[src/design/pkem_pkg.sv]
// ----------------------------------------------------------------------------
// pkem_pkg
// Shared types, key codes and the fixed button map of the pad-to-key mapper.
// ----------------------------------------------------------------------------
package pkem_pkg;

  localparam int MAP_ENTRIES = 15;
  localparam int MAP_IDX_W   = 4;
  localparam int CODE_W      = 8;
  localparam int EVENT_W     = CODE_W + 1;

  // Input action codes.
  localparam logic ACTION_SCAN = 1'b0;
  localparam logic ACTION_POP  = 1'b1;

  // Menu modes.
  localparam logic [1:0] MODE_GAME   = 2'd0;
  localparam logic [1:0] MODE_SUB    = 2'd1;
  localparam logic [1:0] MODE_ROOT   = 2'd2;
  localparam logic [1:0] MODE_PROMPT = 2'd3;

  // Key codes.
  localparam logic [7:0] K_NONE   = 8'h00;
  localparam logic [7:0] K_TAB    = 8'h09;
  localparam logic [7:0] K_ENTER  = 8'h0D;
  localparam logic [7:0] K_ESC    = 8'h1B;
  localparam logic [7:0] K_COMMA  = 8'h2C;
  localparam logic [7:0] K_PERIOD = 8'h2E;
  localparam logic [7:0] K_BKSP   = 8'h7F;
  localparam logic [7:0] K_USE    = 8'hA2;
  localparam logic [7:0] K_FIRE   = 8'hA3;
  localparam logic [7:0] K_LEFT   = 8'hAC;
  localparam logic [7:0] K_UP     = 8'hAD;
  localparam logic [7:0] K_RIGHT  = 8'hAE;
  localparam logic [7:0] K_DOWN   = 8'hAF;
  localparam logic [7:0] K_RSHIFT = 8'hB6;
  localparam logic [7:0] K_RALT   = 8'hB8;

  // Pad button masks that the prompt mode singles out.
  localparam logic [15:0] PAD_CROSS   = 16'h4000;
  localparam logic [15:0] PAD_CIRCLE  = 16'h2000;
  localparam logic [15:0] PAD_OPTIONS = 16'h0008;

  localparam logic [15:0] MAP_MASK [MAP_ENTRIES] = '{
    16'h4000, 16'h2000, 16'h8000, 16'h1000, 16'h0010, 16'h0040, 16'h0080, 16'h0020,
    16'h0400, 16'h0800, 16'h0100, 16'h0200, 16'h0008, 16'h0002, 16'h0004
  };
  localparam logic [7:0] MAP_GAME [MAP_ENTRIES] = '{
    K_FIRE, K_USE, K_RALT, K_TAB, K_UP, K_DOWN, K_LEFT, K_RIGHT,
    K_COMMA, K_PERIOD, K_RSHIFT, K_RALT, K_ESC, K_ENTER, K_ENTER
  };
  localparam logic [7:0] MAP_SUB [MAP_ENTRIES] = '{
    K_ENTER, K_BKSP, K_NONE, K_NONE, K_UP, K_DOWN, K_LEFT, K_RIGHT,
    K_NONE, K_NONE, K_NONE, K_NONE, K_ESC, K_ENTER, K_ENTER
  };
  localparam logic [7:0] MAP_ROOT [MAP_ENTRIES] = '{
    K_ENTER, K_ESC, K_NONE, K_NONE, K_UP, K_DOWN, K_LEFT, K_RIGHT,
    K_NONE, K_NONE, K_NONE, K_NONE, K_ESC, K_ENTER, K_ENTER
  };

  // Key code that a newly pressed button latches in the given menu mode.
  function automatic logic [7:0] code_for(input logic [MAP_IDX_W-1:0] idx,
                                          input logic [1:0] mode,
                                          input logic [7:0] confirm,
                                          input logic [7:0] abort_code);
    logic [7:0] res;
    res = K_NONE;
    case (mode)
      MODE_PROMPT: begin
        if (MAP_MASK[idx] == PAD_CROSS) res = confirm;
        else if (MAP_MASK[idx] == PAD_CIRCLE) res = abort_code;
        else if (MAP_MASK[idx] == PAD_OPTIONS) res = K_ESC;
        else res = K_NONE;
      end
      MODE_ROOT: res = MAP_ROOT[idx];
      MODE_SUB:  res = MAP_SUB[idx];
      default:   res = MAP_GAME[idx];
    endcase
    return res;
  endfunction

  typedef enum logic [1:0] {
    ST_IDLE,
    ST_WALK,
    ST_POP
  } state_e;

  typedef struct packed {
    logic scan_load;
    logic walk_start;
    logic walk_step;
    logic pop_read;
    logic out_load;
  } cmd_t;

  typedef struct packed {
    logic walk_last;
  } status_t;

endpackage

[src/design/pkem_ram.sv]
// ----------------------------------------------------------------------------
// pkem_ram
// Generic single-write, single-read RAM with a registered read port.
// ----------------------------------------------------------------------------
module pkem_ram #(
  parameter int WIDTH = 9,
  parameter int DEPTH = 64
) (
  input  logic                     clk_i,
  input  logic                     we_i,
  input  logic [$clog2(DEPTH)-1:0] waddr_i,
  input  logic [WIDTH-1:0]         wdata_i,
  input  logic                     re_i,
  input  logic [$clog2(DEPTH)-1:0] raddr_i,
  output logic [WIDTH-1:0]         rdata_o
);

  logic [WIDTH-1:0] mem [DEPTH];
  logic [WIDTH-1:0] rdata_q;

  always_ff @(posedge clk_i) begin
    if (we_i) begin
      mem[waddr_i] <= wdata_i;
    end
    if (re_i) begin
      rdata_q <= mem[raddr_i];
    end
  end

  assign rdata_o = rdata_q;

endmodule

[src/design/pkem_ctrl.sv]
// ----------------------------------------------------------------------------
// pkem_ctrl
// Sequencer for frame scans and event pops; owns both handshakes.
// ----------------------------------------------------------------------------
module pkem_ctrl (
  input  logic              clk_i,
  input  logic              rst_ni,
  input  logic              in_valid_i,
  output logic              in_stall_o,
  input  logic              action_i,
  input  logic              pad_absent_i,
  output logic              out_valid_o,
  input  logic              out_stall_i,
  output pkem_pkg::cmd_t    cmd_o,
  input  pkem_pkg::status_t status_i
);
  import pkem_pkg::*;

  state_e state_q, state_d;
  logic   out_valid_q, out_valid_d;
  logic   in_acc;
  logic   out_free;

  assign in_acc   = in_valid_i && (state_q == ST_IDLE);
  assign out_free = !out_valid_q || !out_stall_i;

  always_comb begin
    state_d = state_q;
    case (state_q)
      ST_IDLE: begin
        if (in_acc) begin
          if (action_i == ACTION_POP) state_d = ST_POP;
          else if (!pad_absent_i) state_d = ST_WALK;
        end
      end
      ST_WALK: begin
        if (status_i.walk_last) state_d = ST_IDLE;
      end
      ST_POP: begin
        if (out_free) state_d = ST_IDLE;
      end
      default: state_d = ST_IDLE;
    endcase
  end

  always_comb begin
    cmd_o      = '0;
    in_stall_o = 1'b1;
    case (state_q)
      ST_IDLE: begin
        in_stall_o = 1'b0;
        if (in_acc && action_i == ACTION_POP) begin
          cmd_o.pop_read = 1'b1;
        end
        if (in_acc && action_i == ACTION_SCAN && !pad_absent_i) begin
          cmd_o.scan_load  = 1'b1;
          cmd_o.walk_start = 1'b1;
        end
      end
      ST_WALK: cmd_o.walk_step = 1'b1;
      ST_POP:  cmd_o.out_load  = out_free;
      default: in_stall_o = 1'b1;
    endcase
  end

  always_comb begin
    out_valid_d = out_valid_q;
    if (out_valid_q && !out_stall_i) out_valid_d = 1'b0;
    if (cmd_o.out_load) out_valid_d = 1'b1;
  end

  always_ff @(posedge clk_i or negedge rst_ni) begin
    if (!rst_ni) begin
      state_q     <= ST_IDLE;
      out_valid_q <= 1'b0;
    end else begin
      state_q     <= state_d;
      out_valid_q <= out_valid_d;
    end
  end

  assign out_valid_o = out_valid_q;

endmodule

[src/design/pkem_dp.sv]
// ----------------------------------------------------------------------------
// pkem_dp
// Button latches, code walk, event ring pointers and the output register.
// ----------------------------------------------------------------------------
module pkem_dp #(
  parameter int QUEUE_DEPTH  = 64,
  parameter int CODE_COUNT   = 256,
  parameter int BUTTON_COUNT = 15
) (
  input  logic              clk_i,
  input  logic              rst_ni,
  input  pkem_pkg::cmd_t    cmd_i,
  output pkem_pkg::status_t status_o,
  input  logic [15:0]       buttons_i,
  input  logic [1:0]        menu_mode_i,
  input  logic [7:0]        confirm_key_i,
  input  logic [7:0]        abort_key_i,
  output logic              event_valid_o,
  output logic              event_pressed_o,
  output logic [7:0]        event_code_o
);
  import pkem_pkg::*;

  localparam int NB = (BUTTON_COUNT < MAP_ENTRIES) ? BUTTON_COUNT : MAP_ENTRIES;
  localparam int CW = $clog2(CODE_COUNT);
  localparam int PW = $clog2(QUEUE_DEPTH);

  logic              down_q    [NB];
  logic [CODE_W-1:0] latched_q [NB];
  logic [CODE_W-1:0] prev_q    [NB];
  logic [CW-1:0]     cnt_q;
  logic [PW-1:0]     head_q, head_d, tail_q, tail_d;
  logic [PW-1:0]     head_next, tail_next;
  logic              pop_empty_q;
  logic              ev_valid_q, ev_pressed_q;
  logic [CODE_W-1:0] ev_code_q;

  logic              now_hit, was_hit, full, push;
  logic [CODE_W-1:0] cur_code;
  logic [EVENT_W-1:0] rdata;

  assign head_next = (head_q == PW'(QUEUE_DEPTH - 1)) ? '0 : head_q + 1'b1;
  assign tail_next = (tail_q == PW'(QUEUE_DEPTH - 1)) ? '0 : tail_q + 1'b1;
  assign full      = (head_next == tail_q);
  assign cur_code  = CODE_W'(cnt_q);

  // Held state of the current code now and after the previous frame, both
  // rebuilt from the button latches.
  always_comb begin
    now_hit = 1'b0;
    was_hit = 1'b0;
    for (int i = 0; i < NB; i++) begin
      if (latched_q[i] != K_NONE && latched_q[i] == cur_code) now_hit = 1'b1;
      if (prev_q[i] != K_NONE && prev_q[i] == cur_code) was_hit = 1'b1;
    end
  end

  assign push = cmd_i.walk_step && (now_hit != was_hit) && !full;
  assign status_o.walk_last = (cnt_q == CW'(CODE_COUNT - 1));

  always_comb begin
    head_d = head_q;
    tail_d = tail_q;
    if (push) head_d = head_next;
    if (cmd_i.pop_read && (head_q != tail_q)) tail_d = tail_next;
  end

  always_ff @(posedge clk_i or negedge rst_ni) begin
    if (!rst_ni) begin
      for (int i = 0; i < NB; i++) begin
        down_q[i]    <= 1'b0;
        latched_q[i] <= K_NONE;
        prev_q[i]    <= K_NONE;
      end
      cnt_q  <= '0;
      head_q <= '0;
      tail_q <= '0;
    end else begin
      if (cmd_i.scan_load) begin
        for (int i = 0; i < NB; i++) begin
          prev_q[i] <= latched_q[i];
          if ((buttons_i & MAP_MASK[i]) != 16'h0000) begin
            if (!down_q[i]) begin
              down_q[i]    <= 1'b1;
              latched_q[i] <= code_for(MAP_IDX_W'(i), menu_mode_i, confirm_key_i,
                                       abort_key_i);
            end
          end else begin
            down_q[i]    <= 1'b0;
            latched_q[i] <= K_NONE;
          end
        end
      end
      if (cmd_i.walk_start) cnt_q <= '0;
      else if (cmd_i.walk_step) cnt_q <= cnt_q + 1'b1;
      head_q <= head_d;
      tail_q <= tail_d;
    end
  end

  always_ff @(posedge clk_i) begin
    if (cmd_i.pop_read) pop_empty_q <= (head_q == tail_q);
    if (cmd_i.out_load) begin
      ev_valid_q   <= !pop_empty_q;
      ev_pressed_q <= pop_empty_q ? 1'b0 : rdata[CODE_W];
      ev_code_q    <= pop_empty_q ? K_NONE : rdata[CODE_W-1:0];
    end
  end

  pkem_ram #(
    .WIDTH (EVENT_W),
    .DEPTH (QUEUE_DEPTH)
  ) u_ring (
    .clk_i   (clk_i),
    .we_i    (push),
    .waddr_i (head_q),
    .wdata_i ({now_hit, cur_code}),
    .re_i    (cmd_i.pop_read),
    .raddr_i (tail_q),
    .rdata_o (rdata)
  );

  assign event_valid_o   = ev_valid_q;
  assign event_pressed_o = ev_pressed_q;
  assign event_code_o    = ev_code_q;

endmodule

[src/design/pad_to_key_event_mapper_unit.sv]
// ----------------------------------------------------------------------------
// pad_to_key_event_mapper_unit
// Maps pad button frames to key press and release events in a ring queue.
// ----------------------------------------------------------------------------
// A frame transaction is taken and then walks all CODE_COUNT key codes, one a
// cycle, before the next transaction is taken; a frame with no pad data is
// taken without a walk. A pop reads the ring's registered port, and its result
// is then loaded into the output register once that register is free; no new
// transaction is taken before that. Reset clears the button latches, the
// ring pointers and the result valid flag; the ring memory is left as it is.
// ----------------------------------------------------------------------------
module pad_to_key_event_mapper_unit #(
  parameter int QUEUE_DEPTH  = 64,
  parameter int CODE_COUNT   = 256,
  parameter int BUTTON_COUNT = 15
) (
  input  logic        clk_i,
  input  logic        rst_ni,
  input  logic        in_valid_i,
  output logic        in_stall_o,
  input  logic        action_i,
  input  logic [15:0] buttons_i,
  input  logic        pad_absent_i,
  input  logic [1:0]  menu_mode_i,
  input  logic [7:0]  confirm_key_i,
  input  logic [7:0]  abort_key_i,
  output logic        out_valid_o,
  input  logic        out_stall_i,
  output logic        event_valid_o,
  output logic        event_pressed_o,
  output logic [7:0]  event_code_o
);
  import pkem_pkg::*;

  cmd_t    cmd;
  status_t status;

  // The controller decides when a transaction is taken and sequences the
  // scan walk and the pop; it sees the payload only as far as the action and
  // the pad-absent flag need.
  pkem_ctrl u_ctrl (
    .clk_i        (clk_i),
    .rst_ni       (rst_ni),
    .in_valid_i   (in_valid_i),
    .in_stall_o   (in_stall_o),
    .action_i     (action_i),
    .pad_absent_i (pad_absent_i),
    .out_valid_o  (out_valid_o),
    .out_stall_i  (out_stall_i),
    .cmd_o        (cmd),
    .status_i     (status)
  );

  // The datapath keeps the latched code of every button together with the
  // set from the previous frame, so the held state of any code before and
  // after the frame is rebuilt by comparison during the walk. Changed codes
  // are written to the ring in ascending order; a full ring drops them.
  pkem_dp #(
    .QUEUE_DEPTH  (QUEUE_DEPTH),
    .CODE_COUNT   (CODE_COUNT),
    .BUTTON_COUNT (BUTTON_COUNT)
  ) u_dp (
    .clk_i           (clk_i),
    .rst_ni          (rst_ni),
    .cmd_i           (cmd),
    .status_o        (status),
    .buttons_i       (buttons_i),
    .menu_mode_i     (menu_mode_i),
    .confirm_key_i   (confirm_key_i),
    .abort_key_i     (abort_key_i),
    .event_valid_o   (event_valid_o),
    .event_pressed_o (event_pressed_o),
    .event_code_o    (event_code_o)
  );

endmodule

[config.mk]
export PLATFORM = sky130hd
export DESIGN_NAME = pad_to_key_event_mapper_unit
export DESIGN_NICKNAME = d
export VERILOG_FILES = /design/src/design/pkem_pkg.sv /design/src/design/pkem_ram.sv /design/src/design/pkem_ctrl.sv /design/src/design/pkem_dp.sv /design/src/design/pad_to_key_event_mapper_unit.sv
export SDC_FILE = /design/constraint.sdc
export NUM_CORES = 1
export LEC_CHECK = 0
export ABC_AREA = 1
export BUFFER_PORTS_ARGS = -buffer_cell sky130_fd_sc_hd__clkbuf_2
export CAP_MARGIN = 20
export CORE_MARGIN = 2
export CORE_UTILIZATION = 60
export CTS_CLUSTER_SIZE = 24
export DETAILED_ROUTE_END_ITERATION = 12
export PLACE_DENSITY_LB_ADDON = 0.12
export SETUP_SLACK_MARGIN = 0.2
export SYNTH_ARGS = -nofsm -noshare
export SYNTH_HDL_FRONTEND = slang
export SYNTH_SLANG_ARGS = --single-unit
[constraint.sdc]
create_clock -name clk_i -period 9.3 [get_ports clk_i]
set_input_delay 0.93 -clock clk_i [delete_from_list [all_inputs] [get_ports clk_i]]
set_output_delay 0.93 -clock clk_i [all_outputs]
set_load 0.01 [all_outputs]
==> out/results.tsv <==
stage	metric	value	unit
sta	max_freq	0.2233	GHz
final_layout	final_cell_mix	596 x edfxtp_1, 486 x nor2_1, 358 x o21ai_0, 344 x nand2_1, 141 x nand3_1	
sta	fin_ws	4822	ps
cts	cts_buffers	69	
worst_setup_path	cpPeakStageDelay	870	ps
worst_setup_path	cp_num_buf_inv	3	
grt	track_usage	28.64	%
yosys	synth_cell_types	42	
final_layout	mostFrequentLayoutCell	edfxtp_1	
cts	postCtsHoldBufs	0	
yosys	yosysWarnings	0	
grt	gr-total-overflow	0	
floorplan	coreArea	47850	um2
final_layout	final_nets	2627	
yosys	ys.flop_type	edfxtp_1	
worst_setup_path	worstReg2RegStart	u_dp.tail_q[0]	
worst_setup_path	cp_slowest_cell	dfrtp_4	
grt	grt_start_max_net_pins	139	
worst_setup_path	end_kind	flip-flop	
final_layout	antenna_cells	0	
grt	busiest_layer	met2	
power_and_ir_drop	p_seq_share	46.5	%
yosys	synth_area_per_cell	11.27	um2
worst_setup_path	rr_endpoint	u_dp.u_ring.rdata_o[1]	
worst_setup_path	critPathTopFamily	buffers and inverters	
cts	postCtsSetupBuffers	0	
grt	groute.layer.met3.usage	4.428	%
worst_setup_path	worstPathRequired	9620	ps
floorplan	start_util	60.86	%
cts	tritoncts	yes	
floorplan	die_area	50310	um2
power_and_ir_drop	switching_share	32.02	%
yosys	synth_nets	2629	
worst_setup_path	rrSetupSlack	4820	ps
worst_setup_path	crit_arrival	4800	ps
yosys	synth_seq_cells	692	
sta	fin_crit	4478	ps
sta	finClkSkew	19.87	ps
yosys	seq_area_frac_synth	69.71	%
cts	ctsHtreeMaxLevel	3	
sta	worst_slew_pin_slew	1034	ps
yosys	synth_cells	2583	
grt	antenna_found_initial	0	
cts	ctsResizeCount	0	
power_and_ir_drop	power_switching	2.841	mW
worst_setup_path	critPathKind	reg2reg	
drt	first_pass_iters	8	
cts	cts-root-buf	clkbuf_16	
grt	grt_use_met1	40.49	%
sta	setup-tns-final	0	ps
power_and_ir_drop	cellLeakagePower	11.37	nW
placement	dpl_worst_slack	4858	ps
drt	dr_total_vias	19880	
power_and_ir_drop	power_frac_comb	22.2	%
sta	finalSetupViolations	0	
floorplan	io_pins	52	
worst_setup_path	path_cells	buf_4 > inv_8 > buf_4 > o21ai_0 > o211ai_1 > nand3_1 > nand3_1 > o21ai_0 > a21oi_1	
worst_setup_path	worst-r2r-cell-count	9	
grt	first_global_vias	18720	
sta	hold_viol	0	
power_and_ir_drop	p_per_area	277.7	nW/um2
yosys	yosysTopAreaCellShare	61.46	%
floorplan	rows	80	
yosys	synth-async-reset-ratio	13.87	%
final_layout	drive_above_1_share	8.283	%
grt	use_met2	45.83	%
worst_setup_path	worst_setup_path_start_kind	flip-flop	
placement	port-buffer-count	50	
power_and_ir_drop	clkPwrFrac	31.3	%
sta	fin_crit_sh	48.15	%
drt	totalWireLength	71.39	mm
yosys	synth_edf_count	596	
yosys	syn_area	29120	um2
drt	drc	0	
grt	grt_pass1_wl	108.9	mm
power_and_ir_drop	intPower	6.032	mW
drt	drt_iter0_drc	2367	
worst_setup_path	crit_fanout	138	
status	outcome	completed	
drt	via_per_inst	6.123	
cts	clock_latency	610	ps
power_and_ir_drop	ir_drop	0.0001762	V
final_layout	area_delta_synth_final	9.754	%
placement	routabilityCongestion	0.8629	
placement	hpwl	41.07	mm
drt	postRouteAntennaNets	0	
job	drv_cap	0	
cts	clockBufferDepth	3	
yosys	yosys-top-cells-area	edfxtp_1 61%, dfrtp_1 8.2%, nor2_1 6.3%, o21ai_0 6.2%, nand2_1 4.4%	
floorplan	die_y	224.3	um
sta	slew_headroom	30.84	%
floorplan	die_w	224.3	um
drt	post_drt_wl_per_cell	21.99	um
worst_hold_path	hold_class	in2async	
yosys	yosysTopAreaCell	edfxtp_1	
cts	clkTransAtPathRegs	60	ps
sta	rsz0062_at_grt	no	
sta	slew_viol_final	0	
cts	cts.sinks	692	
-- how the worst max path moves through the flow --
stage | startpoint | end | slack [ps] | cells after the start
final | u_dp.tail_q[0] | u_dp.u_ring.rdata_o[1] | 4820 | 9
after global routing | u_dp.cnt_q[2] | u_dp.u_ring.mem[47][4] | 4540 | 13
after CTS | u_dp.cnt_q[2] | u_dp.u_ring.mem[47][0] | 4830 | 13
after detailed placement | u_dp.cnt_q[2] | u_dp.u_ring.mem[47][7] | 4860 | 13
after global placement | u_dp.cnt_q[2] | u_dp.u_ring.mem[47][7] | 5000 | 13
after floorplan | u_dp.cnt_q[3] | u_dp.u_ring.mem[0][0] | 5490 | 14
-- power by group through the flow --
stage | Combinational, mW | Sequential (mW) | Clock [mW]
after global routing | 2.18 | 4.15 | 2.93
after detailed placement | 1.95 | 4.19 | 0
after floorplan | 1.26 | 4.19 | 0
final | 1.97 | 4.13 | 2.78
after CTS | 1.96 | 4.12 | 2.81
after global placement | 1.90 | 4.18 | 0
-- flip-flops by register name (all words and copies together) (netlist names) --
register              count
u_ctrl.out_valid_o        1
u_dp.cnt_q                8
u_dp.pop_empty_q          1
u_dp.event_code_o         8
u_dp.latched_q           29
u_dp.event_valid_o        1
u_dp.prev_q              29
u_dp.tail_q               6
u_dp.u_ring.rdata_o       9
u_dp.event_pressed_o      1
u_dp.down_q              15
u_dp.head_q               6
u_ctrl.state_q            2
u_dp.u_ring.mem         576
-- final cells by class --
| cell class | count | area [um2] |
|---|---|---|
| Clock buffer | 88 | 1882 |
| Clock inverter | 34 | 369.1 |
| Fill cell | 3597 | 15890 |
| Inverter | 118 | 450.4 |
| Multi-Input combinational cell | 1623 | 7712 |
| Sequential cell | 692 | 20320 |
| Tap cell | 615 | 769.5 |
| Timing Repair Buffer | 77 | 459.2 |
-- routing by layer --
metal  wire (um)  vias up
met2       34140      888
li1            -     9185
met5           0        -
met1       29590     9659
met3        5597      148
met4        2057        0
-- synth_stat cells, drive strengths merged (2+ instances only) --
master,count
edfxtp,596
nor2,494
o21ai,359
nand2,348
nand3,150
inv,115
clkbuf,103
dfrtp,96
o22ai,82
buf,47
a21oi,40
o211ai,38
o221ai,35
nand4,20
nor3,18
xnor2,10
ha,6
xor2,6
o2111ai,5
clkinv,3
nand3b,3
nor4,2
-- through the flow --
| stage | hold slack, ps | power [mW] | instances | area [um2] | util [%] |
|---|---|---|---|---|---|
| floorplan | 442.2 | 5.453 | 2583 | 29120 | - |
| global placement | 453.0 | 6.071 | 3124 | 29700 | 62.07 |
| detailed placement | 458.4 | 6.136 | 3125 | 29710 | 62.09 |
| CTS | 320.9 | 8.893 | 3247 | 31960 | 66.80 |
| global route | 367.3 | 9.254 | 3247 | 31960 | 66.80 |
| finish | 316.3 | 8.874 | 3247 | 31960 | 66.80 |
-- cell families (layout without fill, tap and decap cells) --
group	count (synthesis)	count (layout)	synth area share, %
flops	692	692	69.71
compound gates	564	564	10.93
simple gates	1037	1037	14.79
xor+xnor	16	16	0.4812
buf+inv	268	317	3.833
fa+ha+maj	6	6	0.2578
(Power assumes the default switching activity.)
